**src/rtl/isrt_pkg.sv**
```systemverilog
// ----------------------------------------------------------------------------
// isrt_pkg
// Shared constants and types for the insertion sorter.
// ----------------------------------------------------------------------------
`default_nettype none

package isrt_pkg;

  localparam int unsigned MAX_ITEMS = 64;
  localparam int unsigned DATA_W    = 32;

  // per-cycle command broadcast to every cell
  typedef struct packed {
    logic ins;    // insert the broadcast word
    logic shift;  // move every entry one place toward cell 0
  } isrt_ctrl_t;

endpackage

`default_nettype wire

```
**src/rtl/isrt_cell.sv**
```systemverilog
// ----------------------------------------------------------------------------
// isrt_cell
// One place of the sorted chain: holds one entry and its valid bit, takes
// the new word, its lower neighbor's entry or its upper neighbor's entry.
// ----------------------------------------------------------------------------
`default_nettype none

module isrt_cell import isrt_pkg::*; (
  input  wire logic              clk_i,
  input  wire logic              rst_ni,
  input  wire isrt_ctrl_t        ctrl_i,
  input  wire logic [DATA_W-1:0] new_val_i,
  input  wire logic [DATA_W-1:0] lo_val_i,
  input  wire logic              lo_valid_i,
  input  wire logic              lo_gt_i,
  input  wire logic [DATA_W-1:0] hi_val_i,
  input  wire logic              hi_valid_i,
  output logic [DATA_W-1:0]      val_o,
  output logic                   valid_o,
  output logic                   gt_o
);

  logic [DATA_W-1:0] val_q, val_d;
  logic              valid_q, valid_d;

  // an empty place counts as greater than anything
  assign gt_o    = !valid_q || ($signed(val_q) > $signed(new_val_i));
  assign val_o   = val_q;
  assign valid_o = valid_q;

  always_comb begin
    val_d   = val_q;
    valid_d = valid_q;
    if (ctrl_i.ins) begin
      if (lo_gt_i) begin
        // lower neighbor is already displaced: shift up
        val_d   = lo_val_i;
        valid_d = lo_valid_i;
      end else if (gt_o) begin
        val_d   = new_val_i;
        valid_d = 1'b1;
      end
    end else if (ctrl_i.shift) begin
      val_d   = hi_val_i;
      valid_d = hi_valid_i;
    end
  end

  always_ff @(posedge clk_i or negedge rst_ni) begin
    if (!rst_ni) begin
      valid_q <= 1'b0;
    end else begin
      valid_q <= valid_d;
    end
  end

  always_ff @(posedge clk_i) begin
    val_q <= val_d;
  end

endmodule

`default_nettype wire

```
**config.mk**
```make
export PLATFORM = sky130hd
export DESIGN_NAME = isrt_cell
export DESIGN_NICKNAME = d
export VERILOG_FILES = /design/src/rtl/isrt_pkg.sv /design/src/rtl/isrt_cell.sv
export SDC_FILE = /design/constraint.sdc
export NUM_CORES = 1
export LEC_CHECK = 0
export BUFFER_PORTS_ARGS = -buffer_cell sky130_fd_sc_hd__buf_4
export CAP_MARGIN = 20
export CORE_UTILIZATION = 49
export CTS_CLUSTER_DIAMETER = 200
export DETAILED_ROUTE_END_ITERATION = 10
export GPL_TIMING_DRIVEN = 0
export MAX_ROUTING_LAYER = met4
export PLACE_DENSITY = 0.86
export SKIP_CTS_REPAIR_TIMING = 1
export SLEW_MARGIN = 20
export SYNTH_ARGS = -nofsm -noshare
export SYNTH_HDL_FRONTEND = slang
export SYNTH_SLANG_ARGS = --single-unit
```
**constraint.sdc**
```tcl
create_clock -name clk_i -period 8.39 [get_ports clk_i]
set_input_delay 0.839 -clock clk_i [delete_from_list [all_inputs] [get_ports clk_i]]
set_output_delay 0.839 -clock clk_i [all_outputs]
set_load 0.02 [all_outputs]
```
[Word-level counts from Yosys, hierarchy flattened]
Index checks and enable logic that the tools add are counted.
Word-level totals
  register bits after elaboration: 33
  bits of input ports: 103
  output and inout bits: 34
  logic and storage cells: 16
Cells by class
  order comparisons: 1
  equal/unequal tests: 1
  multiplexer cells: 8
  reductions and logical operators: 4
Operator list (number)
  $mux 32: 4
  $gt 32x32->1: 1
  $mux 1: 4
  $ne 3x1->1 const B: 1
  $reduce_and 2->1: 1
  $reduce_bool 2->1: 1
  $logic_not 1->1: 1
  $logic_or 1x1->1: 1

[Depth between registers and ports, before layout]
Gate-level depths: netlist of run 1.
  depth after elaboration: 5
  depth in mapped cells: 8
  mapped depth without buffers: 8

[Least setup slack after synthesis of run 1]
OpenSTA, ideal clock, no wires.
  kind: input port to flip-flop
  start: input port new_val_i[31]
  end: register val_q[0] (netlist: val_o[0]) (enable)
  library setup time: 0.461 ns
  arrival time: 4.247 ns
  required time: 7.929 ns
  path slack: 3.681 ns
  stages on the path: 7
  buffers on the path: 0
  cell sequence: inv_1 ha_1 nand4_4 nor4_4 nor3b_2 a2111oi_0 nor3_1
Between the ends
  word-level cells in the longest chain between the ends: 4
RTL lines
  start: declaration: line isrt_cell.sv:12  | input wire logic [DATA_W-1:0] new_val_i,
  $gt 32x32->1: line isrt_cell.sv:27  | assign gt_o = !valid_q || ($signed(val_q) > $signed(new_val_i));
  $logic_or 1x1->1: line isrt_cell.sv:27
  $ne 3x1->1 (no source line)
  $reduce_and 2->1 (no source line)
  end signal: assignment: line isrt_cell.sv:58  | val_q <= val_d;
  end: declaration: line isrt_cell.sv:23  | logic [DATA_W-1:0] val_q, val_d;
No other way between the ends.
A chain may end at the register's enable or synchronous reset.

[Final worst setup path of run 1]
  start: input port new_val_i[23]
  end: output port gt_o
Between the ends
  word-level cells in the longest chain between the ends: 2
RTL lines
  $gt 32x32->1: line isrt_cell.sv:27
  $logic_or 1x1->1: line isrt_cell.sv:27
  end: declaration: line isrt_cell.sv:20  | output logic gt_o
No other way between the ends.

==> impl_metrics.csv, run 1 <==
group,metric,value,unit
routing,drt_wl_total,7.49,mm
clock_network,clock-sinks,33,
finish,nNetsFinal,553,
worst_setup_path,rrSetupSlack,5.41,ns
routing,wl_per_cell,15.4,um
synthesis,syn_area_per_cell,9.39,um2
global_route,antenna_found_initial,0,
pwr,power.density,149,mW/mm2
synthesis,yosys.area.top_type,"edfxtp_1",
clock_network,clockBufferDepth,2,
global_route,grt_overflow,0,
clock_network,cts_inserted_buffers,5,
synthesis,syn_area,0.00256,mm2
worst_setup_path,cp-start-kind,"input port",
worst_setup_path,cp_slowest_cell,"a211oi_1",
die,ios,137,
worst_setup_path,cp.arrival,2.60,ns
worst_setup_path,end_kind,"output port",
worst_setup_path,cp_top_family,"compound AO/OA/AOI/OAI gates",
placement,place.gp.congestion,0.846,
worst_setup_path,max_stage_delay,0.37,ns
sta,fin_crit,3.44,ns
min_path,min_path_type,"input port to async pin",
routing,dr.pass1.iters,4,
synthesis,synthesis.nets,408,
clock_network,cts_tree,"yes",
die,die_area,0.00552,mm2
routing,ant_nets,0,
routing,vias_per_cell,5.30,
worst_setup_path,cp.required,7.55,ns
sta,slew_viol_final,0,
synthesis,ys_seq_elements,33,
synthesis,async_flop_share,3.03,%
sta,skew,0.00393,ns
routing,vias,2578,
finish,fin_util,78.0,%
synthesis,synth.top_cell.area_share,37.5,%
sta,fin_crit_sh,41.0,%
die,die_height,74.3,um
sta,whs,0.308,ns
worst_setup_path,crit_chain,"buf_4 -> inv_1 -> ha_1 -> a21oi_1 -> o21ai_0 -> a211oi_1 -> and3_1 -> o21ai_0 -> o21ai_0 -> buf_4",
die,fp-row-count,25,
pwr,power_leakage,1.91,nW
global_route,grt_max_degree,11,
die,die_w,74.3,um
finish,drive_above_1_share,36.3,%
clock_network,htreeDepth,2,
synthesis,netlist_top_cells_count,"a21oi_1, inv_1, nor2_1",
synthesis,synth_edf_count,32,
clock_network,insertion_delay,0.29,ns
sta,tightest_slew,0.772,ns
synthesis,synth.area.top_cells,"edfxtp_1, ha_1, mux2i_1",
synthesis,netlist_instances,273,
sta,rsz0062_at_grt,"no",
die,initial_utilization,52.5,%
die,core,0.00488,mm2
synthesis,synth_cell_types,30,
global_route,grt_pass1_wl,11.3,mm
pwr,ir_worst_vdd,0.0953,mV
worst_setup_path,crit_path_frequent_cell,"o21ai_0",
sta,setup_viol,0,
synthesis,yosysMostFrequentCell,"a21oi_1",
worst_setup_path,crit_buf_inv,3,
clock_network,clk_pin_slew,0.07,ns
synthesis,seq_area_frac_synth,38.5,%
placement,hpwl,6.04,mm
placement,io_buffers,135,
clock_network,cts_root_buf,"clkbuf_8",
synthesis,yosys_most_used_dff,"edfxtp_1",
routing,drtIter0Drc,99,
routing,drc,0,
global_route,grt_pass1_vias,2473,
run_status,outcome,"completed",
global_route,track_usage,28.3,%
worst_setup_path,crit_fanout,3,
sta,finalHoldViolCount,0,
finish,antenna_cells,0,
synthesis,yosysWarnings,0,
finish,fillers,350,
job,maxCapViolations,0,
worst_setup_path,criticalPathCategory,"input port to output port",
sta,fmax,0.291,GHz
sta,slew-limit-headroom,48.3,%
sta,finalSetupTns,0,ns
finish,area_growth,48.5,%
## routing by layer
metal  vias up  GRT usage, %  routed length, um
li1       1269             -                  -
met1      1177          33.6               3070
met2       118          48.1               3800
met3        14          5.15                443
met4         0          10.1                169
met5         -             -                  0
## through the flow
| stage | power, mW | std cells | cell area [um2] | worst slack, ns |
|---|---|---|---|---|
| after floorplan | 0.324 | 273 | 2560 | 3.68 |
| after global placement | 0.410 | 475 | 3660 | 2.33 |
| after detailed placement | 0.420 | 478 | 3700 | 4.92 |
| after CTS | 0.569 | 486 | 3810 | 4.97 |
| after global routing | 0.595 | 486 | 3810 | 4.77 |
| final | 0.568 | 486 | 3810 | 4.95 |
## final timing paths
| check | startpoint | to | cells after the start |
|---|---|---|---|
| worst max-delay path | new_val_i[23] | gt_o | 10 |
| worst min-delay path | rst_ni | valid_o$_DFFE_PN0P_ | 1 |
| worst min register to register | valid_o$_DFFE_PN0P_ | valid_o$_DFFE_PN0P_ | 2 |
| min in group clk_i | lo_valid_i | valid_o$_DFFE_PN0P_ | 2 |
| worst max register to register | val_o[27]$_DFFE_PP_ | val_o[5]$_DFFE_PP_ | 7 |
| max in group asynchronous | rst_ni | valid_o$_DFFE_PN0P_ | 1 |
## logic make-up after synthesis
family                     after synthesis  share of synthesized area [%]
and+or+nand+nor                         68                           13.3
DFF                                     33                           38.5
AOI/OAI and AO/OA                       61                           12.8
buffers and inverters                   46                           6.88
muxes                                   33                           12.9
adders and majority gates               32                           15.6
## sequential cells by signal, summed over array words and instances, names as in the netlist
| register | flops |
|---|---|
| valid_o | 1 |
| val_o | 32 |
## cell usage in the layout, fill, tap and decap left out, types with 2 or more instances in the layout
cell,n
buf_2,3
a211oi_1,2
nor3_1,2
inv_1,35
mux2i_1,32
clkbuf_8,5
nand3_1,6
o21ai_0,7
clkbuf_1,8
ha_1,32
nor2_1,34
buf_4,135
nand2_1,10
buf_6,3
nand4_1,8
a21oi_1,46
edfxtp_1,32
## cell type report
| type | instances | area, um2 | area share, % |
|---|---|---|---|
| Tap cell | 67 | 83.8 | 2.20 |
| Buffer | 11 | 45.0 | 1.18 |
| Clock buffer | 6 | 72.6 | 1.91 |
| Multi-Input combinational cell | 194 | 1410 | 36.9 |
| Sequential cell | 33 | 986 | 25.9 |
| Inverter | 35 | 131 | 3.45 |
| Clock inverter | 2 | 33.8 | 0.888 |
| Timing Repair Buffer | 138 | 1050 | 27.5 |
## worst reg2reg max path, cell delays in order, from the launching register on
cell and delay, ns:
edfxtp_1 0.41, ha_1 0.34, nand4_1 0.24, nor4_4 0.39
nor3b_2 0.26, a2111oi_0 0.11, nor3_2 0.68, buf_6 0.25
## where the power goes
part | switching (mW) | leakage [nW] | internal (mW)
registers | 0.0115 | 0.327 | 0.206
logic | 0.105 | 1.53 | 0.0965
clock network | 0.0618 | 0.0528 | 0.0877
total | 0.179 | 1.91 | 0.390
Power figures use the tool's default switching activity.
==> inputs of run 2 (changes only) <==
Settings changed: CORE_UTILIZATION 49 to 41, PLACE_DENSITY 0.86 to 0.77.
Clock period 8.39 ns to 2.87 ns, I/O delays scaled along.
==> run 2 against run 1 <==
  * Die area rose by 19%
  * Register-to-register slack got worse by 5.3 ns
  * Cell count rose by 1.9%
  * Count of clock-buffer cells in the layout rose by 2
  * Clock skew rose by 0.0059 ns
  * Worst hold slack got worse by 0.071 ns
  * Largest power group unchanged
  * Critical path depth fell by 2
  * Power rose to 2.8 times the previous value
  * Sequential cell count did not move
  * First-iteration DRC count rose by 5.1%
==> impl_metrics.csv, run 2 (synthesized netlist as in run 1, its figures left out) <==
group,metric,value,unit
run_status,outcome,"completed",
sta,tightest_slew,0.702,ns
clock_network,clk_pin_slew,0.07,ns
pwr,power_leakage,1.91,nW
sta,finalSetupTns,0,ns
die,fp-row-count,28,
routing,drtIter0Drc,104,
clock_network,clock-sinks,33,
sta,skew,0.00987,ns
routing,vias,2516,
worst_setup_path,max_stage_delay,0.67,ns
placement,hpwl,5.88,mm
finish,largest_reg_flops,32,
sta,finalHoldViolCount,0,
pwr,p_sw_share,32.1,%
worst_setup_path,cp.arrival,2.76,ns
clock_network,cts_root_buf,"clkbuf_8",
placement,dp_slack,-0.00926,ns
sta,slew-limit-headroom,53.1,%
routing,vias_per_cell,5.08,
die,core,0.00599,mm2
finish,layout_common_cells,"buf_4, a21oi_1, inv_1",
die,ios,137,
sta,rsz0062_at_grt,"no",
pwr,power.clock.fraction,23.0,%
finish,nNetsFinal,554,
job,maxCapViolations,0,
routing,dr.pass1.iters,4,
sta,fin_ws,0.157,ns
finish,drive_above_1_share,36.7,%
sta,setup_viol,0,
worst_setup_path,cp_slowest_cell,"a2111oi_1",
placement,place.gp.congestion,0.820,
die,die_area,0.00657,mm2
worst_setup_path,criticalPathCategory,"flop to flop",
pwr,power.density,417,mW/mm2
pwr,p_int,1.09,mW
sta,fin_crit,2.71,ns
clock_network,cts_inserted_buffers,5,
pwr,p_comb_share,37.4,%
worst_setup_path,crit_buf_inv,1,
pwr,ir_worst_vdd,0.269,mV
finish,fin_util,64.1,%
pwr,seqPwrFrac,39.6,%
clock_network,htreeDepth,2,
global_route,grt_pass1_wl,11.0,mm
routing,drc,0,
finish,antenna_cells,0,
clock_network,insertion_delay,0.29,ns
min_path,min_path_type,"input port to flop",
worst_setup_path,end_kind,"flop",
routing,ant_nets,0,
global_route,antenna_found_initial,0,
clock_network,clockBufferDepth,2,
worst_setup_path,cp-start-kind,"flop",
routing,wl_per_cell,14.6,um
global_route,grt_overflow,0,
sta,slew_viol_final,0,
pwr,p_switching,0.514,mW
die,initial_utilization,42.8,%
worst_setup_path,crit_fanout,9,
clock_network,cts_tree,"yes",
worst_setup_path,crit_chain,"ha_1 -> a21oi_1 -> nand2_1 -> a221oi_1 -> nor3b_2 -> a2111oi_1 -> nor3_4 -> buf_4",
global_route,grt_pass1_vias,2530,
sta,fin_crit_sh,94.5,%
global_route,grt_max_degree,13,
sta,fmax,0.369,GHz
pwr,fin_total_pwr,1.60,mW
finish,area_growth,49.7,%
placement,io_buffers,135,
worst_setup_path,cp.required,2.92,ns
routing,drt_wl_total,7.24,mm
die,die_w,81.1,um
worst_setup_path,cp_top_family,"compound AO/OA/AOI/OAI gates",
die,die_height,81.1,um
finish,mostFrequentLayoutCell,"buf_4",
global_route,track_usage,22.8,%
==> run 2: cell count changes in the layout (fill, tap and decap cells not counted), sizes merged <==
cell and delta:
clkbuf +2, clkinv -1, dlygate4sd3 +1, bufinv -1
==> run 2: path summary, 6_finish.rpt <==
path                                          start                  end  slack (ns)  cells after the start
worst max-delay path            val_o[10]$_DFFE_PP_   val_o[6]$_DFFE_PP_        0.16                      8
worst min-delay path                     lo_valid_i  valid_o$_DFFE_PN0P_        0.24                      2
min in group asynchronous                    rst_ni  valid_o$_DFFE_PN0P_        0.35                      2
worst max register to register  val_o[10]$_DFFE_PP_   val_o[6]$_DFFE_PP_        0.16                      8
worst min register to register  valid_o$_DFFE_PN0P_  valid_o$_DFFE_PN0P_        0.76                      2
max in group asynchronous                    rst_ni  valid_o$_DFFE_PN0P_        2.44                      2
==> run 2: metal layers <==
layer	wire length [um]	part of all wire (%)	up-vias	GRT usage, %
met3	487	6.7	8	4.61
met1	2990	41	1142	25.5
li1	-	-	1271	-
met5	0	0	-	-
met4	74	1.0	0	6.79
met2	3690	51	95	40.9
==> run 2: worst reg2reg max path, cell delays in order, from the launching register on <==
cell	delay [ns]
edfxtp_1	0.40
ha_1	0.33
a21oi_1	0.18
nand2_1	0.07
a221oi_1	0.36
nor3b_2	0.10
a2111oi_1	0.67
nor3_4	0.15
buf_4	0.22
==> run 2: final cells by class <==
| type | instances | area (um2) |
|---|---|---|
| timing repair buffer | 139 | 1060 |
| buffer | 11 | 45.0 |
| multi-input combinational | 194 | 1430 |
| inverter | 35 | 131 |
| clock buffer | 8 | 90.1 |
| fill | 521 | 2150 |
| sequential | 33 | 986 |
| tap | 75 | 93.8 |
==> run 2: per-stage QoR <==
step	std cells	area [um2]	hold slack, ns
after floorplan	273	2590	-0.00859
final	495	3840	0.237
after global placement	483	3700	0.0629
after global routing	495	3840	0.243
after CTS	493	3820	-0.244
after detailed placement	485	3730	0.0655
==> run 2: power by group through the flow <==
stage / clock (mW) / sequential, mW / combinational (mW)
2_1_floorplan: 0 / 0.708 / 0.246
3_3_place_gp: 0 / 0.642 / 0.567
3_5_place_dp: 0 / 0.644 / 0.594
4_1_cts: 0.377 / 0.634 / 0.596
5_1_grt: 0.395 / 0.641 / 0.650
6_report: 0.368 / 0.633 / 0.599
==> inputs of run 3 (changes only) <==
Settings changed: RECOVER_POWER set to 100.
==> run 3 against run 2 <==
  * Worst hold slack got worse by 0.0015 ns
  * Register-to-register slack got worse by 0.02 ns
  * Critical path type unchanged
  * Sequential share of layout area rose by 0.99 points
  * Clock skew down 0.0011 ns
  * Utilization shrank 2.4 points
  * Count of clock-buffer cells in the layout stayed put
==> impl_metrics.csv, run 3 (synthesized netlist as in run 1, its figures left out) <==
group,metric,value,unit
placement,io_buffers,135,
clock_network,insertion_delay,0.29,ns
finish,nNetsFinal,554,
placement,hpwl,5.88,mm
routing,dr.pass1.iters,5,
pwr,p_comb_share,35.6,%
clock_network,htreeDepth,2,
pwr,power.density,421,mW/mm2
die,die_area,0.00657,mm2
pwr,power.clock.fraction,23.8,%
sta,tightest_slew,0.756,ns
worst_setup_path,cp.arrival,2.73,ns
min_path,hp-start,"lo_valid_i",
global_route,grt_pass1_vias,2530,
die,core,0.00599,mm2
finish,area_growth,44.2,%
global_route,track_usage,22.8,%
finish,fin_cells,495,
worst_setup_path,cp-startpoint,"val_o[25]$_DFFE_PP_",
sta,finalSetupTns,0,ns
job,maxCapViolations,0,
die,fp-row-count,28,
die,die_height,81.1,um
min_path,min_path_type,"input port to flop",
clock_network,clk_pin_slew,0.07,ns
global_route,grt_overflow,0,
sta,fin_crit,2.73,ns
clock_network,cts_inserted_buffers,5,
pwr,ir_worst_vdd,0.269,mV
routing,vias_per_cell,5.08,
placement,placed_cell_area,0.00373,mm2
worst_setup_path,cp-start-kind,"flop",
routing,drt_wl_total,7.26,mm
sta,setup_viol,0,
sta,rsz0062_at_grt,"no",
sta,fin_crit_sh,95.1,%
pwr,p_sw_share,33.0,%
finish,largest_reg_flops,32,
finish,layout_common_cells,"buf_4, a21oi_1, clkbuf_1",
global_route,grt_max_degree,13,
pwr,power_leakage,1.77,nW
clock_network,clock-sinks,33,
worst_setup_path,criticalPathCategory,"flop to flop",
sta,slew-limit-headroom,49.6,%
finish,fin_util,61.7,%
placement,dp_cells,485,
placement,dp_slack,-0.00926,ns
run_status,outcome,"completed",
worst_setup_path,cp.required,2.87,ns
pwr,p_int,1.04,mW
worst_setup_path,rrSetupSlack,0.14,ns
routing,ant_nets,0,
worst_setup_path,crit_fanout,9,
sta,fin_ws,0.140,ns
sta,slew_viol_final,0,
worst_setup_path,r2r_start,"val_o[25]$_DFFE_PP_",
die,die_w,81.1,um
clock_network,clockBufferDepth,2,
pwr,seqPwrFrac,40.6,%
finish,mostFrequentLayoutCell,"buf_4",
sta,skew,0.00880,ns
die,ios,137,
routing,drtIter0Drc,85,
routing,drc,0,
finish,fillers,554,
sta,fmax,0.366,GHz
finish,drive_above_1_share,28.1,%
finish,antenna_cells,0,
sta,finalHoldViolCount,0,
global_route,antenna_found_initial,0,
pwr,p_switching,0.514,mW
worst_setup_path,end_kind,"flop",
placement,place.gp.congestion,0.820,
routing,wl_per_cell,14.7,um
global_route,grt_pass1_wl,11.0,mm
routing,vias,2515,
die,initial_utilization,42.8,%
clock_network,cts_root_buf,"clkbuf_8",
finish,final_area,0.00370,mm2
clock_network,cts_tree,"yes",
==> run 3: path summary, 6_finish.rpt <==
kind / depth (start not counted) / end
setup / recovery: 7 / val_o[6]$_DFFE_PP_
hold / removal: 2 / valid_o$_DFFE_PN0P_
setup reg to reg: 7 / val_o[6]$_DFFE_PP_
hold reg to reg: 2 / valid_o$_DFFE_PN0P_
max in group asynchronous: 2 / valid_o$_DFFE_PN0P_
min in group asynchronous: 2 / valid_o$_DFFE_PN0P_
==> run 3: power by group through the flow <==
| stage | registers, mW | clock network (mW) | logic [mW] |
|---|---|---|---|
| after floorplan | 0.708 | 0 | 0.246 |
| after global placement | 0.642 | 0 | 0.567 |
| after detailed placement | 0.644 | 0 | 0.594 |
| after CTS | 0.634 | 0.377 | 0.596 |
| after global routing | 0.639 | 0.395 | 0.605 |
| final | 0.632 | 0.371 | 0.554 |
==> run 3: metrics by stage <==
step | hold slack [ns] | power (mW)
4_1_cts | -0.244 | 1.61
6_report | 0.236 | 1.56
5_1_grt | 0.243 | 1.64
3_5_place_dp | 0.0655 | 1.24
3_3_place_gp | 0.0629 | 1.21
2_1_floorplan | -0.00859 | 0.954
==> run 3: per-layer routing <==
metal	global-route usage [%]	routed length [um]	vias to the layer above
met5	-	0	-
met4	6.79	74	0
met3	4.61	428	9
met2	40.9	3660	89
met1	25.5	3090	1148
li1	-	-	1269
==> run 3: final cells by class <==
type                    instances  area, um2  area share, %
repair buffers                139        933           25.3
flip-flops and latches         33        986           26.7
inverters                      35        131           3.55
clock buffers                   8       90.1           2.44
plain buffers                  11       43.8           1.18
multi-input cells             194       1420           38.4
well taps                      75       93.8           2.54
==> run 3: critical path: stages, from the launching register on <==
cell and delay (ns):
edfxtp_1 0.40, ha_1 0.33, nand4_1 0.21, nor4_2 0.43, nor3b_1 0.32, a2111oi_1 0.15, nor3_4 0.33, buf_4 0.25
